$ cat src/sv/lkvc_pkg.sv
// Package of the key-value cache: sizes, operation codes and constants.
// Depends on nothing; imported by the cache and its checker.
package lkvc_pkg;

	localparam int ENTRIES = 16;
	localparam int KEY_W = 32;
	localparam int VAL_W = 32;
	localparam int CAP_W = 5;
	localparam int RANK_W = (ENTRIES > 1) ? $clog2(ENTRIES) : 1;
	localparam int CNT_W = $clog2(ENTRIES + 1);
	localparam int CMP_W = (CNT_W > CAP_W) ? CNT_W : CAP_W;

	localparam logic [CAP_W-1:0] CAP_RESET = CAP_W'(16);
	localparam logic [VAL_W-1:0] MISS_VALUE = '1;

	localparam logic FUNC_GET = 1'b0;
	localparam logic FUNC_PUT = 1'b1;

endpackage

$ cat src/sv/lru_key_value_cache.sv
// Fully associative key-value cache with least-recently-used replacement.
// Depends on lkvc_pkg.
//
//   channel   handshake             payload
//   request   start, busy           func, lookup_key, write_value
//   result    done                  hit, read_value
//   config    cfg_wen               cfg_wdata
//
// A request is registered when accepted and processed in the following cycle,
// where all slots compare their key in parallel and the ranks update at once.
// A get returns its result through the request register and then the result register; a put returns nothing.
// One request is accepted every cycle; busy stays low.
// Reset clears all slots, the ranks, the fill count and sets capacity to 16.
// The receiver cannot stall: each result is shown for exactly one cycle.
module lru_key_value_cache
	import lkvc_pkg::*;
(
	input  logic                    clk,
	input  logic                    arst_n,
	input  logic                    start,
	output logic                    busy,
	input  logic                    func,
	input  logic signed [KEY_W-1:0] lookup_key,
	input  logic signed [VAL_W-1:0] write_value,
	output logic                    done,
	output logic                    hit,
	output logic signed [VAL_W-1:0] read_value,
	input  logic                    cfg_wen,
	input  logic [CAP_W-1:0]        cfg_wdata
);

	logic [KEY_W-1:0]  key_q [ENTRIES];
	logic [VAL_W-1:0]  val_q [ENTRIES];
	logic [RANK_W-1:0] rank_q [ENTRIES];
	logic [ENTRIES-1:0] valid_q;
	logic [CNT_W-1:0]  occ_q;
	logic [CAP_W-1:0]  cap_q;

	logic              vld_s1;
	logic              func_s1;
	logic [KEY_W-1:0]  key_s1;
	logic [VAL_W-1:0]  wval_s1;

	logic              done_q;
	logic              hit_q;
	logic [VAL_W-1:0]  rval_q;

	logic [ENTRIES-1:0] match;
	logic [ENTRIES-1:0] lru_vec;
	logic [ENTRIES-1:0] free_vec;
	logic [ENTRIES-1:0] tgt;
	logic               hit_any;
	logic               full;
	logic               fill;
	logic               upd;
	logic               is_put;
	logic [CMP_W-1:0]   eff_cap;
	logic [CNT_W-1:0]   r_sel;
	logic [CNT_W-1:0]   r_eff;
	logic [VAL_W-1:0]   sel_val;

	assign busy = 1'b0;

	always_comb begin
		match = '0;
		lru_vec = '0;
		r_sel = '0;
		sel_val = '0;
		for (int i = 0; i < ENTRIES; i++) begin
			match[i] = valid_q[i] && (key_q[i] == key_s1);
			lru_vec[i] = valid_q[i] && (CNT_W'(rank_q[i]) == (occ_q - CNT_W'(1)));
		end
		free_vec = ~valid_q & (valid_q + ENTRIES'(1));
		hit_any = |match;
		is_put = (func_s1 == FUNC_PUT);

		if (cap_q == '0) begin
			eff_cap = CMP_W'(1);
		end else if (CMP_W'(cap_q) > CMP_W'(ENTRIES)) begin
			eff_cap = CMP_W'(ENTRIES);
		end else begin
			eff_cap = CMP_W'(cap_q);
		end
		full = (CMP_W'(occ_q) >= eff_cap);

		fill = 1'b0;
		if (hit_any) begin
			tgt = match;
		end else if (!is_put) begin
			tgt = '0;
		end else if (full) begin
			tgt = lru_vec;
		end else begin
			tgt = free_vec;
			fill = |free_vec;
		end
		upd = vld_s1 && (|tgt);

		for (int i = 0; i < ENTRIES; i++) begin
			if (tgt[i]) begin
				r_sel = r_sel | CNT_W'(rank_q[i]);
			end
			if (match[i]) begin
				sel_val = sel_val | val_q[i];
			end
		end
		r_eff = fill ? occ_q : r_sel;
	end

	always_ff @(posedge clk or negedge arst_n) begin
		if (!arst_n) begin
			cap_q <= CAP_RESET;
		end else if (cfg_wen) begin
			cap_q <= cfg_wdata;
		end
	end

	always_ff @(posedge clk or negedge arst_n) begin
		if (!arst_n) begin
			vld_s1 <= 1'b0;
			done_q <= 1'b0;
		end else begin
			vld_s1 <= start && !busy;
			done_q <= vld_s1 && (func_s1 == FUNC_GET);
		end
	end

	always_ff @(posedge clk) begin
		if (start && !busy) begin
			func_s1 <= func;
			key_s1 <= lookup_key;
			wval_s1 <= write_value;
		end
		hit_q <= hit_any;
		rval_q <= hit_any ? sel_val : MISS_VALUE;
	end

	always_ff @(posedge clk or negedge arst_n) begin
		if (!arst_n) begin
			valid_q <= '0;
			occ_q <= '0;
			for (int i = 0; i < ENTRIES; i++) begin
				rank_q[i] <= '0;
			end
		end else if (upd) begin
			for (int i = 0; i < ENTRIES; i++) begin
				if (tgt[i]) begin
					rank_q[i] <= '0;
					valid_q[i] <= 1'b1;
				end else if (valid_q[i] && (CNT_W'(rank_q[i]) < r_eff)) begin
					rank_q[i] <= rank_q[i] + RANK_W'(1);
				end
			end
			if (fill) begin
				occ_q <= occ_q + CNT_W'(1);
			end
		end
	end

	always_ff @(posedge clk) begin
		for (int i = 0; i < ENTRIES; i++) begin
			if (vld_s1 && is_put && tgt[i]) begin
				key_q[i] <= key_s1;
				val_q[i] <= wval_s1;
			end
		end
	end

	assign done = done_q;
	assign hit = hit_q;
	assign read_value = rval_q;

endmodule

$ cat config.mk
export PLATFORM = sky130hd
export DESIGN_NAME = lru_key_value_cache
export DESIGN_NICKNAME = d
export VERILOG_FILES = /design/src/sv/lkvc_pkg.sv /design/src/sv/lru_key_value_cache.sv
export SDC_FILE = /design/constraint.sdc
export NUM_CORES = 1
export LEC_CHECK = 0
export BUFFER_PORTS_ARGS = -buffer_cell sky130_fd_sc_hd__buf_2
export CORE_UTILIZATION = 25
export DETAILED_ROUTE_END_ITERATION = 6
export GPL_ROUTABILITY_DRIVEN = 0
export SLEW_MARGIN = 20
export SYNTH_ARGS = -nofsm -noshare
export SYNTH_HDL_FRONTEND = slang
export SYNTH_SLANG_ARGS = --single-unit
$ cat constraint.sdc
create_clock -name clk -period 11.8 [get_ports clk]
set_input_delay 1.18 -clock clk [delete_from_list [all_inputs] [get_ports clk]]
set_output_delay 1.18 -clock clk [all_outputs]
set_load 0.05 [all_outputs]
== Yosys cells after proc, flatten, opt, wreduce, memory -nomap -nowiden ==
Memories as Yosys holds them, arrays and structs flattened.
Cells that the tools add are included.
Word-level totals
  bits in registers: 190
  bits in writable memories: 1024
  input port bits: 74
  output and inout bits: 35
  word-level logic and storage cells: 370
  memories: 2
Memory list
  key_q: depth 16, width 32, read ports 16, clocked after memory_dff 0, wr ports 16, line lru_key_value_cache.sv:32  | logic [KEY_W-1:0] key_q [ENTRIES];
  val_q: depth 16, width 32, read ports 16, clocked after memory_dff 0, wr ports 16, line lru_key_value_cache.sv:33  | logic [VAL_W-1:0] val_q [ENTRIES];
Cells by class
  $add $sub $neg: 19
  order comparisons: 18
  equality and inequality tests: 32
  muxes and demuxes: 105
  bitwise gates (word level): 33
  reductions and logical operators: 120
Operators with widths (count)
  $eq 32x32->1: 16
  $mux 32: 16
  $or 32x32->32: 15
  $mux 4: 33
  $mux 5: 18
  $eq 4x5->1: 16
  $lt 4x5->1: 16
  $or 5x4->5: 15
  $logic_and 1x1->1: 67
  $reduce_and 2->1: 33
  $add 4x1->4 const B: 16
  $mux 16: 3
  $reduce_or 16->1: 3
  $mux 1: 35
  $reduce_bool 2->1: 16
  $add 16x1->16 const B: 1
  $and 16x16->16: 1
  $not 16->16: 1
  $add 5x1->5 const B: 1
  $ge 5x5->1: 1
  $gt 5x5->1 const B: 1
  $logic_not 5->1: 1
  $sub 5x1->5 const B: 1
  $not 1->1: 1

== Longest topological paths before layout ==
Gate-level depths: netlist of the first run.
  depth after elaboration: 43
  depth in mapped cells: 24

== Least setup slack after synthesis of the first run ==
Ideal clock, no wire load.
  path kind: flip-flop to flip-flop
  start: register occ_q[0]
  end: memory key_q[4][0], in the netlist key_q[0][128] (enable)
  data arrival time: 5812 ps
  required time: 11312 ps
  path slack: 5501 ps
  cell stages (with the launch flop): 16
  path buffers: 4
  clock period less this slack: 6299 ps
  path through: dfrtp_1 > buf_4 > buf_2 > inv_1 > ha_1 > nand2b_1 > a211oi_1 > o21a_1 > buf_2 > buf_2 > mux2i_1 > nand4_1 > nor3_1 > or2_2 > inv_1 > nor2_1
RTL lines
  from (decl): line lru_key_value_cache.sv:36  | logic [CNT_W-1:0] occ_q;
  from (signal assigned): line lru_key_value_cache.sv:155  | occ_q <= occ_q + CNT_W'(1);
  to (decl): line lru_key_value_cache.sv:32

== Worst setup path after layout of the first run ==
  start: register key_s1[18]
  end: register rank_q[54] (netlist bit)
On the way
  cells in the longest elaborated chain, start to end: 40
  elaborated cells between the ends (all ways): 74
  those cells by class: order compare: 1; eq/ne: 16; mux: 20; bitwise: 15; reduce/logical: 22
Ends and longest elaborated chain
  from (decl): line lru_key_value_cache.sv:41  | logic [KEY_W-1:0] key_s1;
  from (signal assigned): line lru_key_value_cache.sv:131  | key_s1 <= lookup_key;
  $eq 32x32->1: line lru_key_value_cache.sv:70  | match[i] = valid_q[i] && (key_q[i] == key_s1);
  $logic_and 1x1->1: line lru_key_value_cache.sv:70
  $reduce_or 16->1: line lru_key_value_cache.sv:74  | hit_any = |match;
  $mux 16: line lru_key_value_cache.sv:87  | if (hit_any) begin
  $mux 4: line lru_key_value_cache.sv:100  | if (tgt[i]) begin
  $or 5x4->5: line lru_key_value_cache.sv:101  | r_sel = r_sel | CNT_W'(rank_q[i]);
  $mux 5: line lru_key_value_cache.sv:100
  $or 5x4->5: line lru_key_value_cache.sv:101
  (+24 left out)
  $mux 5: line lru_key_value_cache.sv:100
  $or 5x4->5: line lru_key_value_cache.sv:101
  $mux 5: line lru_key_value_cache.sv:100
  $mux 5: line lru_key_value_cache.sv:107  | r_eff = fill ? occ_q : r_sel;
  $lt 4x5->1: line lru_key_value_cache.sv:150  | end else if (valid_q[i] && (CNT_W'(rank_q[i]) < r_eff)) begin
  $logic_and 1x1->1: line lru_key_value_cache.sv:150
  $reduce_bool 2->1 (no line)
  $reduce_and 2->1 (no line)
  to (signal, indexed assignment): line lru_key_value_cache.sv:151  | rank_q[i] <= rank_q[i] + RANK_W'(1);
  to (decl): line lru_key_value_cache.sv:34  | logic [RANK_W-1:0] rank_q [ENTRIES];
Several ways; a longest one is shown, not always the timed one.
A chain may end at the register's enable or synchronous reset.

==> results of run 1 <==
-- layout make-up --
type                            count  area (sq um)
Fill cell                       20900        148000
Sequential cell                  1214         35700
Multi-Input combinational cell   2089         16000
Clock buffer                      176          3530
Tap cell                         2805          3510
Timing Repair Buffer              208          1330
Clock inverter                     59           641
Inverter                           46           173
Antenna cell                        5          12.5
-- flip-flops by register name (all words and copies together), names as in the netlist, 5 cells and up --
| name | flops |
|---|---|
| key_s1 | 32 |
| wval_s1 | 32 |
| valid_q | 16 |
| cap_q | 5 |
| rank_q | 64 |
| val_q | 512 |
| occ_q | 5 |
| read_value | 32 |
| key_q | 512 |
-- metrics by stage --
stage / setup slack (ns) / hold WS [ns] / std cells
finish: 4.28 / 0.411 / 6602
CTS: 4.53 / 0.400 / 6594
detailed placement: 4.51 / 0.482 / 6359
global route: 4.15 / 0.441 / 6597
global placement: 4.64 / 0.475 / 6359
floorplan: 5.50 / 0.463 / 3526
-- cells by family after synthesis --
logic type,Yosys count,share of synthesized area
xor gates and xnor gates,593,0.103
adders and majority gates,71,0.0169
muxes,43,0.00842
buffers and inverters,223,0.0217
DFF,1214,0.678
AOI/OAI and AO/OA,537,0.0790
other,1,0.0000713
and+or+nand+nor,844,0.0937
-- worst max path at each step --
stage                     cells past startpoint  slack [ns]            end
final                                        21        4.28     rank_q[54]
after global routing                         20        4.15     rank_q[54]
after CTS                                    21        4.53     rank_q[54]
after detailed placement                     21        4.51     rank_q[54]
after global placement                       21        4.64     rank_q[54]
after floorplan                              15        5.50  key_q[0][128]
-- power breakdown --
part           switching [uW]  internal [uW]  total, uW
clock network            1750           2280       4030
logic                    1240            684       1930
registers                 187           4880       5060
-- per-layer routing --
layer / GRT usage / wire length, microns / up-vias
li1: - / - / 14200
met2: 0.240 / 74900 / 1527
met1: 0.197 / 68000 / 16800
met5: 0 / 67 / -
met3: 0.0302 / 12900 / 378
met4: 0.0603 / 6600 / 10
-- cell usage in the layout, fill, tap and decap left out, drive strengths merged, types with 13 or more instances in the layout --
cell / netlist / layout
a21o: 22 / 22
a21oi: 46 / 46
a221oi: 98 / 98
a22o: 104 / 104
a22oi: 79 / 79
a31oi: 19 / 19
and3: 69 / 69
buf: 101 / 208
clkbuf: 76 / 176
clkinv: 0 / 38
dfrtp: 91 / 91
dfxtp: 33 / 33
edfxtp: 1089 / 1089
ha: 71 / 71
inv: 46 / 57
mux2i: 33 / 33
nand2: 129 / 129
nand2b: 33 / 33
nand3: 58 / 58
nand4: 158 / 158
nand4b: 20 / 20
nor2: 79 / 79
nor3: 48 / 48
nor3b: 18 / 18
nor4: 131 / 131
nor4b: 17 / 17
o211ai: 14 / 14
o21ai: 55 / 55
or4: 20 / 20
xnor2: 273 / 273
xnor3: 13 / 13
xor2: 307 / 307
==> flow_summary.yaml, run 1 <==
status:
  status: "complete, but fails checks"
  violations: "DRC"
power:
  p_per_area_nw_per_um2: 181
  p_leak_uw: 0.0195
  ir_drop_mv: 0.119
  power_uw: 11000
worst_setup_path:
  endpoint_kind: "register"
  crit_start: "key_s1[18]"
  worstPathCellList: "buf_4 > xnor2_1 > nand4_1 > nor4_1 > nand4_1 > nand4_1 > or4_4 > nor2_1 > buf_4 > a21oi_1 > nor2b_1 > a2111o_1 > o32ai_4 > buf_4 > ha_1 > a21o_1 > a21oi_1 > o21ai_0 > or3b_2 > o211ai_1 > o31ai_1"
  crit_arrival_ns: 8.19
  path_class: "reg -> reg"
  slowest_delay_ns: 0.92
  r2r_setup_slack_ns: 4.28
  crit_required_ns: 12.46
  cp-start-kind: "register"
  cp_top_family: "simple AND/OR/NAND/NOR gates"
  reg2reg_from: "key_s1[18]"
  r2r_cells: 21
  worst-path-buf-inv: 3
  r2r-end: "rank_q[54]"
  crit_slowest_cell: "edfxtp_1"
  crit_fanout: 29
clock_tree:
  clockRootBuffer: "clkbuf_16"
  clk_latency_ns: 0.80
  hold_buffers: 0
  clkSlewWorstSetupHoldPaths_ns: 0.06
  cts_buffers: 130
  cts.path.max_buffers: 3
  postCtsSetupBuffers: 0
  htreeDepth: 4
  clock_sinks: 1214
  cts.repair.resized: 0
  cts_tree: "yes"
place:
  dpl_cell_area_sq_um: 56600
  dp_hpwl_mm: 91.9
  io_buffer_count: 107
yosys:
  synthFlopType: "edfxtp_1"
  avgSynthCellArea_sq_um: 14.9
  ys_types: 93
  synthMostInstantiatedCell: "edfxtp_1"
  syn_area_sq_um: 52600
  syn-num-nets: 3671
  synthTopCellsByArea: "edfxtp_1 (62%), xor2_1 (5.1%), xnor2_1 (4.5%)"
  ys.warnings.count: 0
  synth_seq_cells: 1214
  synth_top_area_cell: "edfxtp_1"
  async_flop_share: 0.0758
  yosysTopAreaCellShare: 0.621
  synth_edf_count: 1089
  syn_inst: 3526
  netlist_top_cells_count: "edfxtp_1 (1089), xor2_1 (307), xnor2_1 (271), nand4_1 (158), nor4_1 (130)"
  ys_seq_area_frac: 0.678
sta:
  hold_viol: 0
  fin_tns_setup_ns: 0
  tightest_slew_ns: 1.15
  period_share: 0.638
  drv_slew: 0
  slew-limit-headroom: 0.231
  grt_setup_unrepaired: "no"
  fin_skew_ns: 0.0574
  max_freq_mhz: 133
  setup_violations: 0
  fin_crit_ns: 7.52
cells_and_area:
  fin_nets: 3834
  synthToLayoutAreaGrowth_pct: 15.7
  stdcell_area_sq_um: 60900
  post-route-util: 0.291
  drive_gt1_frac: 0.124
routing:
  drtIter0Drc: 3951
  drt_first_pass_iters: 7
  drc_errors: 3
  antenna_left: 0
  routed_via_density: 4.99
  vias: 32900
  wl_per_cell_microns: 24.6
  routed_wl_mm: 163
die:
  core_sq_um: 209000
  io_pins: 109
  num_rows: 168
  die_h_microns: 461
  start_util: 0.251
  die_area_sq_um: 212000
  die_w_microns: 461
global_routing:
  grt.total_usage: 0.150
  grt_max_degree: 62
  grt_pass1_wl_mm: 232
  antenna_found_initial: 10
  grt_pass1_vias: 32500
  grt_overflow: 0
min_path:
  hp-class: "in -> async"
run:
  maxCapViolCount: 0
No activity file was read; power rests on OpenSTA's default activity.
==> inputs of run 2 (changes only) <==
--- a/config.mk
+++ b/config.mk
@@ -5,6 +5,7 @@
 export SDC_FILE = /design/constraint.sdc
 export NUM_CORES = 1
 export LEC_CHECK = 0
+export ABC_AREA = 1
 export BUFFER_PORTS_ARGS = -buffer_cell sky130_fd_sc_hd__buf_2
 export CORE_UTILIZATION = 25
 export DETAILED_ROUTE_END_ITERATION = 6
==> constraint.sdc (replaced) <==
create_clock -name clk -period 7.85 [get_ports clk]
set_input_delay 0.785 -clock clk [delete_from_list [all_inputs] [get_ports clk]]
set_output_delay 0.785 -clock clk [all_outputs]
set_load 0.05 [all_outputs]
==> flow_summary.yaml, run 2 <==
yosys:
  synthTopCellsByArea: "edfxtp_1 (62%), nand2_1 (6.3%), dfrtp_1 (4.3%)"
  ys_types: 50
  avgSynthCellArea_sq_um: 12.1
  async_flop_share: 0.0758
  ys.warnings.count: 0
  syn-num-nets: 4465
  synth_edf_count: 1089
  synth_seq_cells: 1214
  synthMostInstantiatedCell: "edfxtp_1"
  ys_seq_area_frac: 0.681
  synth_top_area_cell: "edfxtp_1"
  yosysTopAreaCellShare: 0.625
  syn_inst: 4320
  synthFlopType: "edfxtp_1"
  netlist_top_cells_count: "edfxtp_1 (1089), nand2_1 (885), inv_1 (346), nor2_1 (295), o21ai_0 (230)"
  syn_area_sq_um: 52400
sta:
  fin_crit_ns: 6.62
  fin_skew_ns: 0.0446
  max_freq_mhz: 151
  hold_viol: 0
  fin_tns_setup_ns: 0
  period_share: 0.843
  drv_slew: 0
  grt_setup_unrepaired: "no"
  slew-limit-headroom: 0.241
  tightest_slew_ns: 1.14
  setup_violations: 0
  fin_ws_ns: 1.23
global_routing:
  grt.total_usage: 0.151
  grt_pass1_vias: 33900
  grt_overflow: 0
  antenna_found_initial: 11
  grt_pass1_wl_mm: 235
  grt_max_degree: 75
cells_and_area:
  n_fill_cell: 20900
  drive_gt1_frac: 0.128
  seqCellArea_sq_um: 35700
  synthToLayoutAreaGrowth_pct: 16.4
  instances_no_fill: 7411
  final_common_cell: "edfxtp_1"
  fin_nets: 4660
  final_cell_mix: "edfxtp_1 (1089), nand2_1 (885), inv_1 (346)"
  reg_top3: "key_q (512), val_q (512), rank_q (64)"
  multi_input_comb_area_sq_um: 14500
min_path:
  hp-class: "in -> reg"
worst_setup_path:
  cpMostUsedCell: "nor2_1"
  crit_arrival_ns: 7.30
  crit_fanout: 37
  endpoint_kind: "register"
  crit_required_ns: 8.54
  cp-start-kind: "register"
  slowest_delay_ns: 0.81
  path_class: "reg -> reg"
  crit_slowest_cell: "edfxtp_1"
place:
  pre_cts_ws_ns: 1.48
  io_buffer_count: 107
  dp_hpwl_mm: 94.7
  dp_cells: 7165
routing:
  drtIter0Drc: 3809
  drt_first_pass_iters: 6
  wl_per_cell_microns: 21.9
  antenna_left: 0
  routed_via_density: 4.74
  drc_errors: 0
  routed_wl_mm: 162
  vias: 35100
die:
  core_sq_um: 207000
  die_w_microns: 460
  start_util: 0.252
  io_pins: 109
  die_h_microns: 460
  die_area_sq_um: 211000
  num_rows: 167
power:
  p_leak_uw: 0.0224
  power_uw: 20700
  ir_drop_mv: 0.241
  p_per_area_nw_per_um2: 340
clock_tree:
  clock_sinks: 1214
  htreeDepth: 4
  clk_latency_ns: 0.77
  clockRootBuffer: "clkbuf_16"
  cts_tree: "yes"
  cts_buffers: 135
  clkSlewWorstSetupHoldPaths_ns: 0.06
  cts.path.max_buffers: 3
run:
  maxCapViolCount: 0
status:
  status: "completed"
[run 2: changes by cell type after synthesis, sizes merged, moves of 79 or more]
cell / before / now
o21ai: 55 / 311
xor2: 307 / 118
nor2: 79 / 334
nand2: 129 / 936
nor4: 131 / 40
inv: 46 / 406
a22o: 104 / 192
xnor2: 273 / 70
a22oi: 79 / 0
[run 2: worst paths after layout]
path	startpoint	slack, ns	to	cells past startpoint
min in group asynchronous	arst_n	0.47	cap_q[2]	2
worst max-delay path	key_s1[17]	1.23	rank_q[15]	30
worst min-delay path	lookup_key[15]	0.19	key_s1[15]	1
worst min register to register	val_q[1][248]	0.49	read_value[24]	2
max in group asynchronous	arst_n	6.34	valid_q[7]	3
worst max register to register	key_s1[17]	1.23	rank_q[15]	30
[run 2: kinds of logic (layout without fill, tap and decap cells)]
family / Yosys count / in the layout / synth area share
simple gates: 1573 / 1573 / 0.133
flops: 1214 / 1214 / 0.681
compound gates: 719 / 719 / 0.0918
buf+inv: 554 / 856 / 0.0451
xor+xnor: 188 / 188 / 0.0315
fa+ha+maj: 71 / 71 / 0.0170
other cells: 1 / 2 / 0.0000716
[run 2: what timing repair did]
action | in CTS | in global routing
hold buffers | 1 | 0
gates resized for setup | 0 | 0
buffers inserted | 0 | 0
hold endpoints to repair | 17 | 0
[run 2: metal layers]
layer	global-route usage	share of wire	vias up
li1	-	-	15700
met1	0.207	0.43	17500
met2	0.243	0.46	1630
met3	0.0259	0.086	250
met4	0.0429	0.024	8
met5	0	0.00027	-
[run 2: metrics by stage]
step,hold slack [ns],cell area (sq um),util
3_5_place_dp,0.480,56600,0.273
4_1_cts,0.145,60900,0.294
2_1_floorplan,0.457,52400,-
5_1_grt,0.155,60900,0.294
6_report,0.194,60900,0.294
3_3_place_gp,0.474,56600,0.273
[run 2: final cells by class]
cell class / instances / share of cell area
clock buffer: 171 / 0.0587
timing repair buffer: 206 / 0.0232
antenna: 1 / 0.0000411
tap: 2788 / 0.0572
clock inverter: 73 / 0.0123
multi-input combinational: 2552 / 0.238
inverter: 406 / 0.0252
sequential: 1214 / 0.585
[run 2: power breakdown]
group,switching (uW),internal [uW],leakage [uW]
Clock,2750,3450,0.00207
Combinational,4050,1820,0.00905
Sequential,625,8040,0.0113
[run 2: critical path, delay by kind of cell (launching register included)]
kind	cells	cell delay, ns
simple gates	18	3.09
buf+inv	4	1.17
compound gates	7	1.07
flops	1	0.81
fa+ha+maj	1	0.31
